### config.mk
export PLATFORM = sky130hd
export DESIGN_NAME = i2c_master_bit_engine_unit
export DESIGN_NICKNAME = d
export VERILOG_FILES = /design/src/hw/rtl/i2cmbe_pkg.sv /design/src/hw/rtl/i2cmbe_in_reg.sv /design/src/hw/rtl/i2cmbe_core.sv /design/src/hw/rtl/i2cmbe_out_reg.sv /design/src/hw/rtl/i2c_master_bit_engine_unit.sv
export VERILOG_INCLUDE_DIRS = /design/src /design/src/hw/rtl
export SDC_FILE = /design/constraint.sdc
export NUM_CORES = 1
export LEC_CHECK = 0
export BUFFER_PORTS_ARGS = -buffer_cell sky130_fd_sc_hd__buf_2
export CAP_MARGIN = 20
export CELL_PAD_IN_SITES_DETAIL_PLACEMENT = 1
export CELL_PAD_IN_SITES_GLOBAL_PLACEMENT = 2
export CORE_ASPECT_RATIO = 2
export CORE_MARGIN = 2
export CORE_UTILIZATION = 39
export DETAILED_ROUTE_END_ITERATION = 6
export PLACE_DENSITY = 0.95
export SLEW_MARGIN = 20
export SYNTH_ARGS = -nofsm -noshare
export SYNTH_HDL_FRONTEND = slang
export SYNTH_SLANG_ARGS = --single-unit
### constraint.sdc
create_clock -name clk -period 5.8 [get_ports clk]
set_clock_uncertainty 0.1 [all_clocks]
set_input_delay 0.29 -clock clk [delete_from_list [all_inputs] [get_ports clk]]
set_output_delay 0.29 -clock clk [all_outputs]
set_load 0.02 [all_outputs]
### src/hw/rtl/i2c_master_bit_engine_unit_macros.svh
// Assertion helpers used by the bit engine core module.
// Each macro expects signals named clk and rst_n in the enclosing module.
`ifndef I2C_MASTER_BIT_ENGINE_UNIT_MACROS_SVH
`define I2C_MASTER_BIT_ENGINE_UNIT_MACROS_SVH

// Same-cycle implication.
`define I2CMBE_ASSERT_IMP(lbl, ante, cons, msg) \
  lbl: assert property (@(posedge clk) disable iff (!rst_n) (ante) |-> (cons)) \
    else $error(msg);

// Next-cycle implication.
`define I2CMBE_ASSERT_NXT(lbl, ante, cons, msg) \
  lbl: assert property (@(posedge clk) disable iff (!rst_n) (ante) |=> (cons)) \
    else $error(msg);

`endif

### src/hw/rtl/i2cmbe_pkg.sv
package i2cmbe_pkg;

  // command codes
  localparam logic [2:0] FN_START   = 3'd0;
  localparam logic [2:0] FN_STOP    = 3'd1;
  localparam logic [2:0] FN_WRITE   = 3'd2;
  localparam logic [2:0] FN_READ    = 3'd3;
  localparam logic [2:0] FN_RELEASE = 3'd4;

  localparam logic [15:0] HALF_DELAY_RST = 16'd100;
  // last bit index of a byte
  localparam logic [3:0]  BIT_LAST       = 4'd7;

  typedef enum logic [21:0] {
    PH_IDLE     = 22'h000001,
    PH_ST_A     = 22'h000002,
    PH_ST_B     = 22'h000004,
    PH_ST_C     = 22'h000008,
    PH_ST_D     = 22'h000010,
    PH_SP_A     = 22'h000020,
    PH_SP_B     = 22'h000040,
    PH_SP_C     = 22'h000080,
    PH_WR_DATA  = 22'h000100,
    PH_WR_HIGH  = 22'h000200,
    PH_WR_LOW   = 22'h000400,
    PH_WA_REL   = 22'h000800,
    PH_WA_HIGH  = 22'h001000,
    PH_WA_LOW   = 22'h002000,
    PH_RD_HIGH  = 22'h004000,
    PH_RD_LOW   = 22'h008000,
    PH_RA_DRIVE = 22'h010000,
    PH_RA_HIGH  = 22'h020000,
    PH_RA_LOW   = 22'h040000,
    PH_RA_REL   = 22'h080000,
    PH_BR_LOW   = 22'h100000,
    PH_BR_HIGH  = 22'h200000
  } phase_t;

  typedef struct packed {
    logic       cmd_valid;
    logic [2:0] func;
    logic [7:0] tx_byte;
    logic       send_ack;
    logic       sda_in;
  } item_t;

  typedef struct packed {
    logic       scl_out;
    logic       sda_out;
    logic       ready_res;
    logic       done_res;
    logic [7:0] rx_byte;
    logic       acked;
    logic       release_ok;
  } result_t;

endpackage

### src/hw/rtl/i2cmbe_in_reg.sv
// Input word register; holds one tick word until the core consumes it.
module i2cmbe_in_reg (
  input  logic              clk,
  input  logic              rst_n,
  input  logic              in_valid,
  output logic              in_stall,
  input  i2cmbe_pkg::item_t in_item,
  input  logic              adv,
  output logic              step_en,
  output i2cmbe_pkg::item_t item
);

  logic              vld_r, vld_nxt;
  i2cmbe_pkg::item_t item_r;

  assign in_stall = vld_r && !adv;
  assign step_en  = vld_r && adv;
  assign item     = item_r;

  always_comb begin
    vld_nxt = vld_r;
    if (!in_stall) begin
      vld_nxt = in_valid;
    end
  end

  always_ff @(posedge clk) begin
    if (!rst_n) begin
      vld_r <= 1'b0;
    end else begin
      vld_r <= vld_nxt;
    end
  end

  always_ff @(posedge clk) begin
    if (!in_stall && in_valid) begin
      item_r <= in_item;
    end
  end

endmodule

### src/hw/rtl/i2cmbe_core.sv
`include "i2c_master_bit_engine_unit_macros.svh"

// Bit engine state and one-tick update.
module i2cmbe_core #(
  parameter int RELEASE_PULSES = 9
) (
  input  logic                clk,
  input  logic                rst_n,
  input  logic                cfg_wr_en,
  input  logic [15:0]         cfg_wr_data,
  input  logic                step_en,
  input  i2cmbe_pkg::item_t   item,
  output i2cmbe_pkg::result_t res
);

  localparam logic [3:0] BR_LAST = 4'(RELEASE_PULSES - 1);

  logic [15:0]        half_delay_r;
  i2cmbe_pkg::phase_t phase_r, ph_nxt, ent_ph;
  logic [15:0]        dly_r, dly_nxt;
  logic [3:0]         bit_r, bit_nxt;
  logic [7:0]         shf_r, shf_nxt;
  logic               scl_r, scl_nxt;
  logic               sda_r, sda_nxt;
  logic               ack_r, ack_nxt;
  logic               rel_r, rel_nxt;
  logic [7:0]         rx_r, rx_nxt;
  logic               areq_r, areq_nxt;
  logic               done, ent, fin;

  always_comb begin
    ph_nxt   = phase_r;
    dly_nxt  = dly_r;
    bit_nxt  = bit_r;
    shf_nxt  = shf_r;
    scl_nxt  = scl_r;
    sda_nxt  = sda_r;
    ack_nxt  = ack_r;
    rel_nxt  = rel_r;
    rx_nxt   = rx_r;
    areq_nxt = areq_r;
    done     = 1'b0;
    ent      = 1'b0;
    ent_ph   = i2cmbe_pkg::PH_IDLE;
    fin      = 1'b0;

    priority if (phase_r == i2cmbe_pkg::PH_IDLE) begin
      if (item.cmd_valid) begin
        bit_nxt = '0;
        unique case (item.func)
          i2cmbe_pkg::FN_START: begin
            ent = 1'b1; ent_ph = i2cmbe_pkg::PH_ST_A;
          end
          i2cmbe_pkg::FN_STOP: begin
            ent = 1'b1; ent_ph = i2cmbe_pkg::PH_SP_A;
          end
          i2cmbe_pkg::FN_WRITE: begin
            shf_nxt = item.tx_byte;
            ent = 1'b1; ent_ph = i2cmbe_pkg::PH_WR_DATA;
          end
          i2cmbe_pkg::FN_READ: begin
            areq_nxt = item.send_ack;
            shf_nxt  = '0;
            ent = 1'b1; ent_ph = i2cmbe_pkg::PH_RD_HIGH;
          end
          i2cmbe_pkg::FN_RELEASE: begin
            if (item.sda_in) begin
              rel_nxt = 1'b1;
              done    = 1'b1;
            end else begin
              ent = 1'b1; ent_ph = i2cmbe_pkg::PH_BR_LOW;
            end
          end
          default: ;
        endcase
      end
    end else if (dly_r != '0) begin
      dly_nxt = dly_r - 16'd1;
    end else begin
      unique case (phase_r)
        i2cmbe_pkg::PH_ST_A:    begin ent = 1'b1; ent_ph = i2cmbe_pkg::PH_ST_B; end
        i2cmbe_pkg::PH_ST_B:    begin ent = 1'b1; ent_ph = i2cmbe_pkg::PH_ST_C; end
        i2cmbe_pkg::PH_ST_C:    begin ent = 1'b1; ent_ph = i2cmbe_pkg::PH_ST_D; end
        i2cmbe_pkg::PH_SP_A:    begin ent = 1'b1; ent_ph = i2cmbe_pkg::PH_SP_B; end
        i2cmbe_pkg::PH_SP_B:    begin ent = 1'b1; ent_ph = i2cmbe_pkg::PH_SP_C; end
        i2cmbe_pkg::PH_WR_DATA: begin ent = 1'b1; ent_ph = i2cmbe_pkg::PH_WR_HIGH; end
        i2cmbe_pkg::PH_WR_HIGH: begin ent = 1'b1; ent_ph = i2cmbe_pkg::PH_WR_LOW; end
        i2cmbe_pkg::PH_WR_LOW: begin
          shf_nxt = {shf_r[6:0], 1'b0};
          ent = 1'b1;
          if (bit_r >= i2cmbe_pkg::BIT_LAST) begin
            bit_nxt = '0;
            ent_ph  = i2cmbe_pkg::PH_WA_REL;
          end else begin
            bit_nxt = bit_r + 4'd1;
            ent_ph  = i2cmbe_pkg::PH_WR_DATA;
          end
        end
        i2cmbe_pkg::PH_WA_REL:  begin ent = 1'b1; ent_ph = i2cmbe_pkg::PH_WA_HIGH; end
        i2cmbe_pkg::PH_WA_HIGH: begin
          ack_nxt = !item.sda_in;
          ent = 1'b1; ent_ph = i2cmbe_pkg::PH_WA_LOW;
        end
        i2cmbe_pkg::PH_RD_HIGH: begin
          shf_nxt = {shf_r[6:0], item.sda_in};
          ent = 1'b1; ent_ph = i2cmbe_pkg::PH_RD_LOW;
        end
        i2cmbe_pkg::PH_RD_LOW: begin
          ent = 1'b1;
          if (bit_r >= i2cmbe_pkg::BIT_LAST) begin
            bit_nxt = '0;
            rx_nxt  = shf_r;
            ent_ph  = i2cmbe_pkg::PH_RA_DRIVE;
          end else begin
            bit_nxt = bit_r + 4'd1;
            ent_ph  = i2cmbe_pkg::PH_RD_HIGH;
          end
        end
        i2cmbe_pkg::PH_RA_DRIVE: begin ent = 1'b1; ent_ph = i2cmbe_pkg::PH_RA_HIGH; end
        i2cmbe_pkg::PH_RA_HIGH:  begin ent = 1'b1; ent_ph = i2cmbe_pkg::PH_RA_LOW; end
        i2cmbe_pkg::PH_RA_LOW: begin
          // the release phase follows an ACK only
          if (areq_r) begin
            ent = 1'b1; ent_ph = i2cmbe_pkg::PH_RA_REL;
          end else begin
            fin = 1'b1;
          end
        end
        i2cmbe_pkg::PH_BR_LOW: begin
          if (item.sda_in) begin
            rel_nxt = 1'b1;
            fin     = 1'b1;
          end else begin
            ent = 1'b1; ent_ph = i2cmbe_pkg::PH_BR_HIGH;
          end
        end
        i2cmbe_pkg::PH_BR_HIGH: begin
          if (bit_r >= BR_LAST) begin
            rel_nxt = 1'b0;
            fin     = 1'b1;
          end else begin
            bit_nxt = bit_r + 4'd1;
            ent = 1'b1; ent_ph = i2cmbe_pkg::PH_BR_LOW;
          end
        end
        default: fin = 1'b1;   // end of start, stop, write ack and read ack release
      endcase
    end

    if (fin) begin
      ph_nxt  = i2cmbe_pkg::PH_IDLE;
      dly_nxt = '0;
      bit_nxt = '0;
      done    = 1'b1;
    end

    if (ent) begin
      ph_nxt  = ent_ph;
      dly_nxt = half_delay_r;
      unique case (ent_ph)
        i2cmbe_pkg::PH_ST_A, i2cmbe_pkg::PH_SP_C,
        i2cmbe_pkg::PH_WA_REL, i2cmbe_pkg::PH_RA_REL: sda_nxt = 1'b1;
        i2cmbe_pkg::PH_ST_C, i2cmbe_pkg::PH_SP_A:     sda_nxt = 1'b0;
        i2cmbe_pkg::PH_ST_B, i2cmbe_pkg::PH_SP_B, i2cmbe_pkg::PH_WR_HIGH,
        i2cmbe_pkg::PH_WA_HIGH, i2cmbe_pkg::PH_RA_HIGH,
        i2cmbe_pkg::PH_BR_HIGH:                       scl_nxt = 1'b1;
        i2cmbe_pkg::PH_ST_D, i2cmbe_pkg::PH_WR_LOW, i2cmbe_pkg::PH_WA_LOW,
        i2cmbe_pkg::PH_RD_LOW, i2cmbe_pkg::PH_RA_LOW,
        i2cmbe_pkg::PH_BR_LOW:                        scl_nxt = 1'b0;
        i2cmbe_pkg::PH_WR_DATA:                       sda_nxt = shf_nxt[7];
        i2cmbe_pkg::PH_RD_HIGH: begin
          sda_nxt = 1'b1;
          scl_nxt = 1'b1;
        end
        i2cmbe_pkg::PH_RA_DRIVE:                      sda_nxt = !areq_nxt;
        default: ;
      endcase
    end
  end

  always_comb begin
    res.scl_out    = scl_nxt;
    res.sda_out    = sda_nxt;
    res.ready_res  = (ph_nxt == i2cmbe_pkg::PH_IDLE);
    res.done_res   = done;
    res.rx_byte    = rx_nxt;
    res.acked      = ack_nxt;
    res.release_ok = rel_nxt;
  end

  always_ff @(posedge clk) begin
    if (!rst_n) begin
      half_delay_r <= i2cmbe_pkg::HALF_DELAY_RST;
    end else if (cfg_wr_en) begin
      half_delay_r <= cfg_wr_data;
    end
  end

  always_ff @(posedge clk) begin
    if (!rst_n) begin
      phase_r <= i2cmbe_pkg::PH_IDLE;
      dly_r   <= '0;
      bit_r   <= '0;
      shf_r   <= '0;
      scl_r   <= 1'b1;
      sda_r   <= 1'b1;
      ack_r   <= 1'b0;
      rel_r   <= 1'b0;
      rx_r    <= '0;
      areq_r  <= 1'b0;
    end else if (step_en) begin
      phase_r <= ph_nxt;
      dly_r   <= dly_nxt;
      bit_r   <= bit_nxt;
      shf_r   <= shf_nxt;
      scl_r   <= scl_nxt;
      sda_r   <= sda_nxt;
      ack_r   <= ack_nxt;
      rel_r   <= rel_nxt;
      rx_r    <= rx_nxt;
      areq_r  <= areq_nxt;
    end
  end

  `I2CMBE_ASSERT_IMP(a_idle_clean, phase_r == i2cmbe_pkg::PH_IDLE, (dly_r == '0) && (bit_r == '0), "idle with live counters")
  `I2CMBE_ASSERT_IMP(a_done_ready, step_en && res.done_res, res.ready_res, "done without going idle")
  `I2CMBE_ASSERT_NXT(a_hold_state, !step_en, $stable(phase_r) && $stable(dly_r) && $stable(shf_r), "state moved without a tick")
  `I2CMBE_ASSERT_IMP(a_byte_bits, (phase_r == i2cmbe_pkg::PH_WR_LOW) || (phase_r == i2cmbe_pkg::PH_RD_LOW), bit_r <= i2cmbe_pkg::BIT_LAST, "byte bit count overrun")

endmodule

### src/hw/rtl/i2cmbe_out_reg.sv
// Result word register; takes a new word whenever it is empty or being taken.
module i2cmbe_out_reg (
  input  logic                clk,
  input  logic                rst_n,
  input  logic                step_en,
  input  i2cmbe_pkg::result_t res,
  output logic                adv,
  output logic                out_valid,
  input  logic                out_stall,
  output i2cmbe_pkg::result_t out_res
);

  logic                vld_r, vld_nxt;
  i2cmbe_pkg::result_t res_r;

  assign adv       = !vld_r || !out_stall;
  assign out_valid = vld_r;
  assign out_res   = res_r;

  always_comb begin
    vld_nxt = vld_r;
    if (adv) begin
      vld_nxt = step_en;
    end
  end

  always_ff @(posedge clk) begin
    if (!rst_n) begin
      vld_r <= 1'b0;
    end else begin
      vld_r <= vld_nxt;
    end
  end

  always_ff @(posedge clk) begin
    if (step_en) begin
      res_r <= res;
    end
  end

endmodule

### src/hw/rtl/i2c_master_bit_engine_unit.sv
// I2C master bit engine.
// Input channel: one word per bus timing tick (in_valid / in_stall). A word
//   carries an optional command (start, stop, write byte, read byte, bus
//   release) and the sampled SDA level. Commands offered while busy are
//   ignored; codes above bus release are ignored too.
// Result channel: one word per input word (out_valid / out_stall) with the
//   SCL/SDA drive levels, ready/done flags, last read byte, write ack and
//   bus release status, all as they stand after that tick.
// Config: cfg_wr_en / cfg_wr_data write half_delay (each pin phase lasts
//   half_delay+1 ticks); write it only while no word is in flight.
// Flow: an accepted word is held in the input register, then stepped into the
//   state while its result is loaded into the result register, from which
//   it is offered. Throughput: one word per cycle while out_stall is low,
//   set by the combinational state update between the two registers.
// Stall: while out_stall is high the result word holds and the input
//   register fills; in_stall rises once both are full.
// Reset (synchronous, rst_n low): engine idle, SCL/SDA released high,
//   status cleared, half_delay back to 100, both registers empty.
module i2c_master_bit_engine_unit #(
  parameter int RELEASE_PULSES = 9
) (
  input  logic        clk,
  input  logic        rst_n,
  // configuration
  input  logic        cfg_wr_en,
  input  logic [15:0] cfg_wr_data,
  // tick words in
  input  logic        in_valid,
  output logic        in_stall,
  input  logic        in_cmd_valid,
  input  logic [2:0]  in_func,
  input  logic [7:0]  in_tx_byte,
  input  logic        in_send_ack,
  input  logic        in_sda_in,
  // result words out
  output logic        out_valid,
  input  logic        out_stall,
  output logic        out_scl_out,
  output logic        out_sda_out,
  output logic        out_ready_res,
  output logic        out_done_res,
  output logic [7:0]  out_rx_byte,
  output logic        out_acked,
  output logic        out_release_ok
);

  i2cmbe_pkg::item_t   in_item, item;
  i2cmbe_pkg::result_t res, out_res;
  logic                adv, step_en;

  always_comb begin
    in_item.cmd_valid = in_cmd_valid;
    in_item.func      = in_func;
    in_item.tx_byte   = in_tx_byte;
    in_item.send_ack  = in_send_ack;
    in_item.sda_in    = in_sda_in;
  end

  // input word register
  i2cmbe_in_reg u_in_reg (
    .clk      (clk),
    .rst_n    (rst_n),
    .in_valid (in_valid),
    .in_stall (in_stall),
    .in_item  (in_item),
    .adv      (adv),
    .step_en  (step_en),
    .item     (item)
  );

  // phase sequencer, one tick per step
  i2cmbe_core #(
    .RELEASE_PULSES (RELEASE_PULSES)
  ) u_core (
    .clk         (clk),
    .rst_n       (rst_n),
    .cfg_wr_en   (cfg_wr_en),
    .cfg_wr_data (cfg_wr_data),
    .step_en     (step_en),
    .item        (item),
    .res         (res)
  );

  // result word register
  i2cmbe_out_reg u_out_reg (
    .clk       (clk),
    .rst_n     (rst_n),
    .step_en   (step_en),
    .res       (res),
    .adv       (adv),
    .out_valid (out_valid),
    .out_stall (out_stall),
    .out_res   (out_res)
  );

  assign out_scl_out    = out_res.scl_out;
  assign out_sda_out    = out_res.sda_out;
  assign out_ready_res  = out_res.ready_res;
  assign out_done_res   = out_res.done_res;
  assign out_rx_byte    = out_res.rx_byte;
  assign out_acked      = out_res.acked;
  assign out_release_ok = out_res.release_ok;

endmodule
==> flow_metrics.env <==
export IMPL_post_cts_setup_buffer_count=0
export IMPL_cts_buffers=9
export IMPL_cp_max_fo=20
export IMPL_critical_path_arrival_ps=4190
export IMPL_period_share_pct=68.9
export IMPL_synth_area_leader_cell="dfxtp_1"
export IMPL_post_cts_resized=0
export IMPL_synth_cells=652
export IMPL_drv_cap=0
export IMPL_antenna_found_initial=0
export IMPL_syn_num_nets=690
export IMPL_cts_root_buf="clkbuf_16"
export IMPL_crit_buf_inv=1
export IMPL_grt_overflow_total=0
export IMPL_p_leak_nw=2.44
export IMPL_insertion_delay_ps=360
export IMPL_routabilityCongestion=0.964
export IMPL_critPathKind="register to register"
export IMPL_reg2reg_setup_slack_ps=1800
export IMPL_core_area_um2=14000
export IMPL_first_pass_iters=5
export IMPL_dp_hpwl_um=13800
export IMPL_critPathRequiredTime_ps=6000
export IMPL_r2r_worst_path_cells=10
export IMPL_die_area_um2=15300
export IMPL_crit_family="simple AND/OR/NAND/NOR gates"
export IMPL_rows=61
export IMPL_peakVddDrop_v=0.000268
export IMPL_antenna_left=0
export IMPL_intPower_w=0.00123
export IMPL_switching_share_pct=30.6
export IMPL_fin_nets=734
export IMPL_yosys_top_cells_count="nor2_1 (106), dfxtp_1 (81), nand2_1 (79)"
export IMPL_antenna_cells=0
export IMPL_drt_wirelength_per_cell_um=20.6
export IMPL_syn_area_um2=5580
export IMPL_synthFlopType="dfxtp_1"
export IMPL_clockPowerShare_pct=33.8
export IMPL_yosysWarnings=0
export IMPL_syn_area_per_cell_um2=8.56
export IMPL_grt_pass1_wl_um=29100
export IMPL_ys_types=69
export IMPL_route_detailed_drc=0
export IMPL_crit_chain="inv_1 > ha_1 > or4b_1 > nor4b_4 > o21ai_2 > o21ai_2 > nand2_1 > a31oi_2 > a221oi_1 > nor2_1"
export IMPL_worst_setup_path_end_kind="register"
export IMPL_whs_path_depth=3
export IMPL_die_h_um=173
export IMPL_hold_viol=0
export IMPL_grt_setup_unrepaired="false"
export IMPL_timing_rr_end="u_core.dly_r[4]"
export IMPL_synthArstFlopShare_pct=0
export IMPL_first_iter_violations=257
export IMPL_timing_slew_headroom_pct=23.5
export IMPL_yosysSeqAreaShare_pct=44.1
export IMPL_postLayoutCoreUtil_pct=45.5
export IMPL_cts_reportedPaths_clkPinSlew_ps=70
export IMPL_yosys_top_cells_area="dfxtp_1 (29%), edfxtp_1 (15%), nor2_1 (7.1%)"
export IMPL_cts_buffer_depth=2
export IMPL_slowest_delay_ps=670
export IMPL_power_frac_seq_pct=47.8
export IMPL_cts_sink_count=109
export IMPL_drive_above_1_share_pct=13.8
export IMPL_htreeDepth=3
export IMPL_fp_dieW_um=88.6
export IMPL_fin_setup_tns_ps=0
export IMPL_initial_utilization_pct=40.0
export IMPL_min_period_ps=4000
export IMPL_tightest_slew_ps=1140
export IMPL_cts_hold_buf=12
export IMPL_grt_max_degree=60
export IMPL_viasPerCell=5.89
export IMPL_gr_usage_all_layers_pct=25.0
export IMPL_synth_seq_cells=109
export IMPL_boundaryPins=51
export IMPL_power_frac_comb_pct=18.4
export IMPL_synth_top_area_share_pct=29.0
export IMPL_place_port_buffers=50
export IMPL_p_switching_w=0.000540
export IMPL_cp_slowest_cell="a31oi_2"
export IMPL_start_kind="register"
export IMPL_setup_viol_count_final=0
export IMPL_slew_violations=0
export IMPL_num_vias=5246
export IMPL_r2r_start="u_core.dly_r[0]"
export IMPL_hold_class="input port to register"
export IMPL_status="completed"
export IMPL_first_global_vias=5546
export IMPL_cpMostUsedCell="o21ai_2"
export IMPL_drt_wl_total_um=18300
export IMPL_syn_to_final_growth_pct=13.9
export IMPL_post_synth_top_count_cell="nor2_1"
export IMPL_min_delay_worst_endpoint="u_core.half_delay_r[2]"
export IMPL_clock_fmax_mhz=250
export IMPL_cts_tree="done"
export IMPL_synth_edff_count=28
export IMPL_p_per_area_nw_per_um2=278
export IMPL_hp_start="cfg_wr_data[2]"
-- flip-flops by register name, indices dropped and copies added, names as in the netlist --
register / flops
u_core.rel_r: 1
u_core.half_delay_r: 16
u_core.dly_r: 16
u_core.bit_r: 4
u_in_reg.item: 14
u_core.areq_r: 1
u_core.scl_r: 1
u_out_reg.out_res: 14
u_core.shf_r: 8
u_core.ack_r: 1
u_core.sda_r: 1
u_out_reg.out_valid: 1
u_core.phase_r: 22
u_in_reg.vld_r: 1
u_core.rx_r: 8
-- tightest hold or removal path: stages --
cell and delay [ps]:
buf_2 80, mux2i_1 60, nand2_1 60
-- worst max-delay path by stage --
| stage | from | endpoint | slack, ps | cells past startpoint |
|---|---|---|---|---|
| floorplan | u_core.dly_r[0] | u_out_reg.out_res[12] | 3060 | 10 |
| global placement | u_core.dly_r[0] | u_core.dly_r[1] | 2000 | 10 |
| detailed placement | u_core.dly_r[1] | u_core.dly_r[1] | 1830 | 10 |
| CTS | u_core.dly_r[1] | u_core.dly_r[1] | 1830 | 10 |
| global route | u_core.dly_r[1] | u_core.dly_r[4] | 1550 | 10 |
| finish | u_core.dly_r[0] | u_core.dly_r[4] | 1800 | 10 |
-- cells in the final DEF, fill, tap and decap left out, drive strengths merged, types with 7 or more instances in the layout --
cell	count
a21oi	47
a221oi	11
a22oi	14
a31oi	7
and4	7
buf	54
clkbuf	10
dfxtp	81
dlygate4sd3	14
edfxtp	28
inv	14
mux2i	19
nand2	81
nand3	18
nand4	16
nor2	108
nor3	34
nor4	17
o21ai	30
-- metal layers --
metal	up-vias	part of all wire [%]	global-route usage, %
met5	-	0	0
met4	0	6.1	15.2
met3	62	2.9	3.87
met2	154	56	46.1
met1	2566	35	24.8
li1	2464	-	-
-- logic make-up after synthesis --
kind of cell,after synthesis,share of synthesized area [%]
and+or+nand+nor,332,30.6
AOI/OAI and AO/OA,132,15.9
DFF,109,44.1
buffers and inverters,46,3.54
muxes,20,3.61
xor gates and xnor gates,10,1.57
adders and majority gates,3,0.672
-- area by class of cell --
| type | count | area [um^2] |
|---|---|---|
| clock buffers | 10 | 229 |
| clock inverters | 6 | 45.0 |
| fillers | 1659 | 7610 |
| inverters | 11 | 41.3 |
| multi-input cells | 497 | 2930 |
| flip-flops and latches | 109 | 2460 |
| well taps | 189 | 236 |
| repair buffers | 68 | 420 |
-- stage by stage --
stage / power, W / hold slack [ps] / area (um^2) / setup WS (ps) / cells
floorplan: 0.00108 / 289 / 5580 / 3060 / 652
global placement: 0.00116 / 344 / 5940 / 2000 / 860
detailed placement: 0.00118 / 358 / 5950 / 1830 / 860
CTS: 0.00178 / 2.74 / 6340 / 1830 / 888
global route: 0.00185 / 63.7 / 6360 / 1550 / 890
finish: 0.00177 / 56.2 / 6360 / 1800 / 890
-- power groups by stage --
stage          Combinational, W  Sequential [W]  Clock, W
6_report               0.000326        0.000845  0.000598
5_1_grt                0.000357        0.000849  0.000641
4_1_cts                0.000325        0.000845  0.000611
3_5_place_dp           0.000317        0.000862         0
3_3_place_gp           0.000305        0.000859         0
2_1_floorplan          0.000224        0.000857         0
Power figures use the tool's default switching activity.
